### src/hdl/frr_pkg.sv
`default_nettype none
package frr_pkg;
  typedef enum logic [1:0] {
    CMD_COUNT = 2'd0,
    CMD_SORT  = 2'd1,
    CMD_QUERY = 2'd2,
    CMD_OTHER = 2'd3
  } cmd_t;

  localparam int CMD_W  = 2;
  localparam int SYM_W  = 8;
  localparam int CODE_W = 9;
  localparam int OCNT_W = 32;

  typedef struct packed {
    logic [CMD_W-1:0] command;
    logic [SYM_W-1:0] symbol;
  } req_t;

  typedef struct packed {
    logic [CODE_W-1:0] symbol_code;
    logic [SYM_W-1:0]  code_symbol;
    logic [OCNT_W-1:0] symbol_count;
    logic [CODE_W-1:0] used_codes;
    logic              sorted_flag;
  } rsp_t;
endpackage
`default_nettype wire

### src/hdl/frr_if.sv
`default_nettype none
interface frr_req_if (input wire logic clk);
  logic          valid;
  logic          ready;
  frr_pkg::req_t data;
  modport source (output valid, output data, input ready);
  modport sink (input valid, input data, output ready);
endinterface

`default_nettype wire

### src/hdl/frr_front.sv
`default_nettype none
// Input side: two-entry request queue toward the engine.
module frr_front (
  input  wire logic          clk,
  input  wire logic          rst_n,
  frr_req_if.sink            in_req,
  output frr_pkg::req_t      q_data,
  output logic               q_valid,
  input  wire logic          q_pop
);
  frr_pkg::req_t mem_r [2];
  logic          wp_r, rp_r;
  logic [1:0]    cnt_r;
  logic          push;

  assign in_req.ready = (cnt_r != 2'd2);
  assign push    = in_req.valid && in_req.ready;
  assign q_valid = (cnt_r != 2'd0);
  assign q_data  = mem_r[rp_r];

  always_ff @(posedge clk) begin
    if (push) mem_r[wp_r] <= in_req.data;
    if (!rst_n) begin
      wp_r <= 1'b0; rp_r <= 1'b0; cnt_r <= 2'd0;
    end else begin
      if (push) wp_r <= ~wp_r;
      if (q_pop) rp_r <= ~rp_r;
      cnt_r <= cnt_r + {1'b0, push} - {1'b0, q_pop};
    end
  end
endmodule
`default_nettype wire

### src/flat_wrapper.sv
// flat-port wrapper written by rule: the top's interface ports become plain ports
module frr_front_flat 
  (clk, rst_n, q_data, q_valid, q_pop, in_req_valid, in_req_data, in_req_ready);
  frr_req_if in_req_i (.clk(clk));
  input  wire logic clk;
  input  wire logic rst_n;
  output frr_pkg::req_t q_data;
  output logic q_valid;
  input  wire logic q_pop;
  input wire logic [$bits(in_req_i.valid)-1:0] in_req_valid;
  input wire logic [$bits(in_req_i.data)-1:0] in_req_data;
  output wire logic [$bits(in_req_i.ready)-1:0] in_req_ready;
  assign in_req_i.valid = in_req_valid;
  assign in_req_i.data = in_req_data;
  assign in_req_ready = in_req_i.ready;
  frr_front u_core (.clk(clk), .rst_n(rst_n), .in_req(in_req_i), .q_data(q_data), .q_valid(q_valid), .q_pop(q_pop));
endmodule
### config.mk
export PLATFORM = sky130hd
export DESIGN_NAME = frr_front_flat
export DESIGN_NICKNAME = d
export VERILOG_FILES = /design/src/hdl/frr_pkg.sv /design/src/hdl/frr_if.sv /design/src/hdl/frr_front.sv /design/src/flat_wrapper.sv
export SDC_FILE = /design/constraint.sdc
export NUM_CORES = 1
export LEC_CHECK = 0
export ABC_AREA = 0
export BUFFER_PORTS_ARGS = -buffer_cell sky130_fd_sc_hd__buf_4
export CAP_MARGIN = 10
export CORE_ASPECT_RATIO = 1.25
export CORE_MARGIN = 4
export CORE_UTILIZATION = 45
export DETAILED_ROUTE_END_ITERATION = 8
export PLACE_DENSITY = 0.84
export SKIP_CTS_REPAIR_TIMING = 1
export SYNTH_ARGS = -nofsm -noshare
export SYNTH_HDL_FRONTEND = slang
export SYNTH_SLANG_ARGS = --single-unit
### constraint.sdc
create_clock -name clk -period 1.53 [get_ports clk]
set_clock_uncertainty 0.2 [all_clocks]
set_input_delay 0.153 -clock clk [delete_from_list [all_inputs] [get_ports clk]]
set_output_delay 0.153 -clock clk [all_outputs]
set_load 0.01 [all_outputs]
# --- After elaboration in Yosys (flattened, before gate mapping) ---
# Memory sizes are Yosys's and may differ from the RTL's. A register that Yosys moved wholly into a read port is not among the register bits.
# Cells that the tools add are included.
word_totals:
  register_bits: 4
  ramBits: 20
  input_bits: 14
  output_inout_bits: 12
  word_cells: 15
  n_memories: 1
op_classes:
  addsub: 2
  eq_ne: 1
  mux: 4
  bitwise_logic: 2
  reduce_logical: 2
memory_table:
  columns: ["name", "words", "width", "rd", "rd_ports_with_merged_regs", "write_ports", "line_no", "text"]
  rows:
  - ["u_core.mem_r", 2, 10, 1, 1, 1, "frr_front.sv:11", "frr_pkg::req_t mem_r [2];"]
op_table:
  columns: ["operator", "count"]
  rows:
  - ["two-way mux 1 bit", 4]
  - ["adder 2 x 1 -> 2 bit", 1]
  - ["inequality test 2 bit (second input constant)", 1]
  - ["inverter 1 bit", 2]
  - ["nonzero test 2 bit", 1]
  - ["subtractor 2 x 1 -> 2 bit", 1]
  - ["logical AND 1 bit", 1]

# --- Depth between registers and ports, before layout ---
# Gate-level depths: netlist of run 1.
logic_depth:
  ltp_word: 4
  mapped_depth: 5
  mapped_depth_nobuf: 5

# --- Least setup slack after synthesis of run 1 ---
# No wires, ideal clock.
synth_timing:
  kind: "flip-flop to flip-flop"
  start: "register u_core.cnt_r[0]"
  end: "register u_core.cnt_r[1]"
  setup_ns: 0.072
  arrival_time_ns: 1.231
  required_ns: 1.258
  path_slack_ns: 0.027
  path_stages_with_launch: 6
  path_buffers: 0
  period_less_slack_ns: 1.503
  cell_sequence: "dfxtp_1 inv_1 ha_1 and2b_1 mux2i_1 mux2i_1"
synth_between:
  elab_chain_len: 4
synth_lines:
  columns: ["item", "line_no", "text"]
  rows:
  - ["from (decl)", "frr_front.sv:13", "logic [1:0] cnt_r;"]
  - ["from (signal assigned)", "frr_front.sv:28", "cnt_r <= cnt_r + {1'b0, push} - {1'b0, q_pop};"]
  - ["inequality test 2 bit", "frr_front.sv:16", "assign in_req.ready = (cnt_r != 2'd2);"]
  - ["logical AND 1 bit", "frr_front.sv:17", "assign push = in_req.valid && in_req.ready;"]
  - ["adder 2 x 1 -> 2 bit (*)", "frr_front.sv:28", null]
  - ["subtractor 2 x 1 -> 2 bit (*)", "frr_front.sv:28", null]
# Every way passes the cells marked *; elsewhere a longest branch is shown, timed or not.
# A chain may end at the register's enable or synchronous reset.

==> metrics.md, run 1 <==
| Metric | Value |
|---|---|
| Status | `finished, violations left` |
| Failing checks | `negative setup slack` |
| Synth Warn # | `0` |
| Total GRT Usage | `0.113` |
| Switching power | `~0.35 mW` |
| Simple-gate area share of the yosys netlist | `0.0769` |
| Area grow syn2layout | `55.8%` |
| Via count | `just over 600` |
| Vias in the first global route | `631` |
| Post-Syn Instances | `57` |
| Clock Power Share | `0.179` |
| Hold violation count in the final report | `0` |
| CTS Sinks | `25` |
| Critical Path Sink Type | `output pin` |
| # port buffers | `25` |
| Critical path fanouts, max | `5` |
| Main area contributors after synthesis | `edfxtp_1, mux2_2, dfxtp_1` |
| LEAKAGE | `0.616 nW` |
| Root Driver | `clkbuf_4` |
| Worst relative slew slack | `0.854` |
| Switching part of the total | `0.229` |
| Slew Viols, Final | `0` |
| Die Height | `60.1 um` |
| Hold Crit Depth | `4` |
| Die area | `~3000 um2` |
| Clock Path Buffers | `2` |
| Fmax achieved | `slightly above 600 MHz` |
| Yosys cell types | `21` |
| Slack of the worst reg-to-reg path | `-0.02 ns` |
| Setup WS post-layout | `-0.0799 ns` |
| Core Footprint | `about 2000 um2` |
| Hold Slack | `about 0.068 ns` |
| Hold Path Origin | `q_pop` |
| Final #Nets | `approximately 120` |
| Ys async rst share | `0` |
| DR WL/cell | `around 15 um` |
| CP required | `1.18 ns` |
| Cts bufs inserted | `3` |
| Largest family of logic cells by synthesized area | `multiplexers` |
| Finish-stage setup viols | `11` |
| Pint | `around 1.2 mW` |
| # fillers | `137` |
| First-pass GRT wire length | `2520 um` |
| Cell depth of the worst flop-to-flop path | `5` |
| Remaining antenna violation count | `0` |
| GPL Wtd Cong | `about 0.64` |
| Synth Area in Adders | `0.0128` |
| Die Wd | `49.7 um` |
| Area leader, netlist | `edfxtp_1` |
| Multiplexer share of the synthesized area | `0.136` |
| Clk pin slew, worst setup/hold paths | `~0.12 ns` |
| Largest net degree at the start of global routing | `14` |
| Max H-tree Level | `1` |
| CP Class | `reg2out` |
| Mapped Area | `between 900 and 1000 um2` |
| Mapped Nets | `72` |
| Synth Area in Compound Gates | `0.0346` |
| Max_cap viols | `0` |
| Synth Area in XOR/XNOR | `0.00897` |
| RSZ-0062 raised after global routing | `true` |
| Fin crit share | `1.05` |
| Sequential share of power | `0.546` |
| Share of cells above drive strength 1 | `0.505` |
| Tot Pwr | `1.51 mW` |
| Total congestion overflow | `0` |
| Hold Path Class | `in2reg` |
| DR DRC count | `0` |
| Via density | `5.02` |
| Worst slew pin tran | `about 0.21 ns` |
| Worst-Skew Late Latency | `roughly 0.30 ns` |
| Hold Path Sink | `u_core.cnt_r[1]` |
| RR Endpoint | `u_core.cnt_r[1]` |
| Initial DRC Count | `9` |
| N_diodes | `0` |
| Share of the synthesized area in the top cell type | `0.615` |
| Initial Util | `0.481` |
| Ports | `26` |
| First-pass DRT Iterations | `4` |
| Launching point of the worst reg2reg path | `u_core.cnt_r[0]` |
| Seq cells post-synth | `25` |
| Pwr dens | `approximately 1000 nW/um2` |
| Post-layout min period | `between 1.5 and 2 ns` |
| Seq/Total Area, Yosys | `0.718` |
| Avg Cell Area, Syn | `about 17 um2` |
| Combinational share of power | `0.276` |
| Primary FF master, synth | `edfxtp_1` |
| Crit path DAT | `roughly 1.3 ns` |
| Peak VDD IR | `0.716 mV` |
| # rows | `18` |
| Initial antenna violation count | `0` |
| Wirelength, routed | `~1900 um` |
| EDFF count, synth | `20` |
| Fin Setup TNS | `-0.751 ns` |
| Startpoint types | `register` |
| CTS tree | `built` |
-- worst max-delay path by stage --
stage,from,end,slack (ns),depth (start not counted)
2_1_floorplan,u_core.cnt_r[0],u_core.cnt_r[1],0.03,5
3_3_place_gp,u_core.cnt_r[0],u_core.cnt_r[1],0.04,5
3_5_place_dp,u_core.cnt_r[0],u_core.cnt_r[1],-0.07,5
4_1_cts,register,q_data[2],-0.13,3
5_1_grt,register,q_data[3],-0.14,3
6_report,register,q_data[3],-0.08,3
-- power by group through the flow --
stage / sequential (mW) / clock, mW / combinational, mW
detailed placement: 0.835 / 0 / 0.319
CTS: 0.819 / 0.287 / 0.320
global placement: 0.831 / 0 / 0.307
global route: 0.835 / 0.320 / 0.450
floorplan: 0.829 / 0 / 0.156
finish: 0.826 / 0.271 / 0.417
-- flip-flops by register name, indices dropped and copies added (netlist names), named ones only --
| register | count |
|---|---|
| u_core.cnt_r | 2 |
| u_core.wp_r | 1 |
| u_core.rp_r | 1 |
| u_core.mem_r | 20 |
-- through the flow --
step | setup WS, ns | cell area [um2] | utilization | instances
2_1_floorplan | 0.0270 | 976 | - | 57
5_1_grt | -0.141 | 1520 | 0.750 | 123
4_1_cts | -0.127 | 1280 | 0.630 | 109
3_3_place_gp | 0.0446 | 1250 | 0.617 | 105
6_report | -0.0799 | 1520 | 0.750 | 123
3_5_place_dp | -0.0743 | 1250 | 0.617 | 105
-- cells in the mapped netlist, drive strengths merged (2+ instances only) --
library cell / instances
and2: 2
and3: 2
dfxtp: 5
edfxtp: 20
inv: 2
mux2: 10
mux2i: 2
nand2: 2
nand2b: 2
-- layout by cell type (no fill, tap or decap), types with 2 or more instances in the layout --
| master | n |
|---|---|
| mux2_2 | 4 |
| dlygate4sd3_1 | 13 |
| buf_4 | 14 |
| dfxtp_1 | 3 |
| mux2_4 | 6 |
| edfxtp_1 | 20 |
| mux2i_1 | 2 |
| clkbuf_4 | 3 |
| and2_1 | 2 |
| buf_6 | 12 |
| nand2_1 | 2 |
| buf_12 | 3 |
-- final cells by class --
cell class                      instances  area, um2  area share
Clock buffer                            4       26.3      0.0173
Inverter                                2       7.51     0.00494
Multi-Input combinational cell         29        300       0.198
Tap cell                               20       25.0      0.0165
Timing Repair Buffer                   43        455       0.300
Sequential cell                        25        706       0.464
-- logic make-up after synthesis --
| family | Yosys count |
|---|---|
| adder cells (fa/ha/maj) | 1 |
| XOR/XNOR | 1 |
| AND/OR/NAND/NOR | 11 |
| flip-flops | 25 |
| multiplexers | 12 |
| AO/OA/AOI/OAI | 4 |
| buffers and inverters | 3 |
-- critical path, cell delays in order, from the launching register on --
cell,delay [ns]
dfxtp_4,0.39
clkbuf_16,0.15
mux2_4,0.30
buf_6,0.12
-- layer usage --
metal / share of wire / global-route usage / vias up
li1: - / - / 301
met1: 0.37 / 0.110 / 292
met2: 0.57 / 0.214 / 22
met3: 0.064 / 0.0424 / 2
met4: 0.0027 / 0.0474 / 0
met5: 0 / 0 / -
No activity file was read; power rests on OpenSTA's default activity.
==> run 2, diff against run 1 <==
--- a/config.mk
+++ b/config.mk
@@ -17,3 +17,4 @@
 export SYNTH_ARGS = -nofsm -noshare
 export SYNTH_HDL_FRONTEND = slang
 export SYNTH_SLANG_ARGS = --single-unit
+export TNS_END_PERCENT = 10
==> metrics.md, run 2 (synthesis results as in run 1) <==
| Metric | Value |
|---|---|
| Status | `finished, violations left` |
| Failing checks | `negative setup slack` |
| Slew Viols, Final | `0` |
| Via count | `slightly above 600` |
| DR DRC count | `0` |
| CTS Sinks | `25` |
| Peak VDD IR | `~0.71 mV` |
| Initial Util | `0.481` |
| Hold Path Class | `in2reg` |
| Slowest stage delay, CP | `between 0.3 and 0.4 ns` |
| Die area | `2980 um2` |
| # fillers | `between 100 and 150` |
| Clk pin slew, worst setup/hold paths | `about 0.12 ns` |
| CP required | `about 1.2 ns` |
| Root Driver | `clkbuf_4` |
| Top reg by flops | `u_core.mem_r` |
| Hold Path Sink | `u_core.cnt_r[1]` |
| Area grow syn2layout | `55.4%` |
| Slack of the worst reg-to-reg path | `~0.03 ns` |
| Delay-heaviest family, CP | `flip-flops` |
| Die Height | `~60 um` |
| Remaining antenna violation count | `0` |
| Tot Pwr | `1.51 mW` |
| Worst relative slew slack | `0.878` |
| CTS tree | `built` |
| LEAKAGE | `~0.6 nW` |
| RR Endpoint | `u_core.cnt_r[1]` |
| Cts bufs inserted | `3` |
| Most frequent cells in the layout | `edfxtp_1, buf_4, dlygate4sd3_1` |
| Post-layout min period | `roughly 1.6 ns` |
| Fmax achieved | `between 600 and 700 MHz` |
| RSZ-0062 raised after global routing | `true` |
| Area of the multi-input gates | `~300 um2` |
| Total GRT Usage | `0.113` |
| Max_cap viols | `0` |
| Core Footprint | `slightly above 2000 um2` |
| Initial antenna violation count | `0` |
| First-pass DRT Iterations | `4` |
| Regs by FF count | `u_core.mem_r x20, u_core.cnt_r x2` |
| Commonest non-fill, non-tap cell in the layout | `edfxtp_1` |
| DR WL/cell | `between 10 and 15 um` |
| Critical path fanouts, max | `5` |
| # rows | `18` |
| Fin crit share | `1.05` |
| Max FFs per register | `20` |
| Fin Setup TNS | `-0.737 ns` |
| Crit path DAT | `around 1.3 ns` |
| Die Wd | `49.7 um` |
| Worst slew pin tran | `approximately 0.18 ns` |
| Pwr dens | `about 1000 nW/um2` |
| Share of cells above drive strength 1 | `0.505` |
| Ports | `26` |
| Hold violation count in the final report | `0` |
| Worst-Skew Late Latency | `0.30 ns` |
| GPL Wtd Cong | `about 0.64` |
| First-pass GRT wire length | `2520 um` |
| Finish-stage setup viols | `10` |
| Final #Nets | `roughly 120` |
| Via density | `slightly above 5` |
| Gr busiest metal | `met2` |
| Initial DRC Count | `13` |
| Crit path buffers/inverters | `2` |
| Wirelength, routed | `1840 um` |
| Hold Crit Depth | `4` |
| Cell Chain, Critical Path | `clkbuf_16 > mux2_4 > buf_6` |
| Total congestion overflow | `0` |
| Setup WS post-layout | `-0.0805 ns` |
| Clock Path Buffers | `2` |
| Cell depth of the worst flop-to-flop path | `5` |
| Hold Path Origin | `q_pop` |
| Largest net degree at the start of global routing | `14` |
| GR met2 Demand/Resource | `0.214` |
| Met3 global-route usage | `0.0424` |
| Startpoint types | `register` |
| Met1 usage | `0.110` |
| CP Class | `reg2out` |
| Vias in the first global route | `between 600 and 700` |
| Critical Path Sink Type | `output pin` |
| N_diodes | `0` |
| Slowest stage cell, crit path | `dfxtp_4` |
| Hold Slack | `slightly below 0.07 ns` |
| Max H-tree Level | `1` |
| Launching point of the worst reg2reg path | `u_core.cnt_r[0]` |
| # port buffers | `25` |
| Seq. cell area | `about 710 um2` |
-- run 2: cell types whose count changed in the layout (fill, tap and decap cells not counted) --
| cell | change |
|---|---|
| buf_6 | -1 |
| buf_4 | +1 |
-- run 2: worst max-delay path by stage --
stage / startpoint / to / slack [ns] / cells after the start
global placement: u_core.cnt_r[0] / u_core.cnt_r[1] / 0.04 / 5
finish: register / q_data[3] / -0.08 / 3
global route: register / q_data[3] / -0.14 / 3
CTS: register / q_data[2] / -0.13 / 3
floorplan: u_core.cnt_r[0] / u_core.cnt_r[1] / 0.03 / 5
detailed placement: u_core.cnt_r[0] / u_core.cnt_r[1] / -0.07 / 5
-- run 2: where the power goes --
part	switching (mW)	internal (mW)	total (mW)
Combinational	0.150	0.264	0.414
Sequential	0.0256	0.800	0.825
Clock	0.170	0.101	0.271
-- run 2: per-layer routing --
| layer | part of all wire | vias to the layer above |
|---|---|---|
| li1 | - | 302 |
| met1 | 0.37 | 295 |
| met2 | 0.56 | 20 |
| met3 | 0.063 | 2 |
| met4 | 0.0027 | 0 |
| met5 | 0 | - |
-- run 2: cell type report --
cell class	instances	area share
flip-flops and latches	25	0.465
repair buffers	43	0.298
multi-input cells	29	0.198
clock buffers	4	0.0173
well taps	20	0.0165
inverters	2	0.00495
-- run 2: per-stage QoR --
stage	utilization	instance area [um2]	instances	setup WS, ns
6_report	0.748	1520	123	-0.0805
5_1_grt	0.748	1520	123	-0.141
4_1_cts	0.630	1280	109	-0.127
3_5_place_dp	0.617	1250	105	-0.0743
3_3_place_gp	0.617	1250	105	0.0446
2_1_floorplan	-	976	57	0.0270
-- run 2: worst reg2reg max path, cell delays in order (launching register included) --
cell,delay (ns)
dfxtp_2,0.35
inv_2,0.05
ha_4,0.21
and2b_1,0.21
mux2i_1,0.23
mux2i_1,0.19
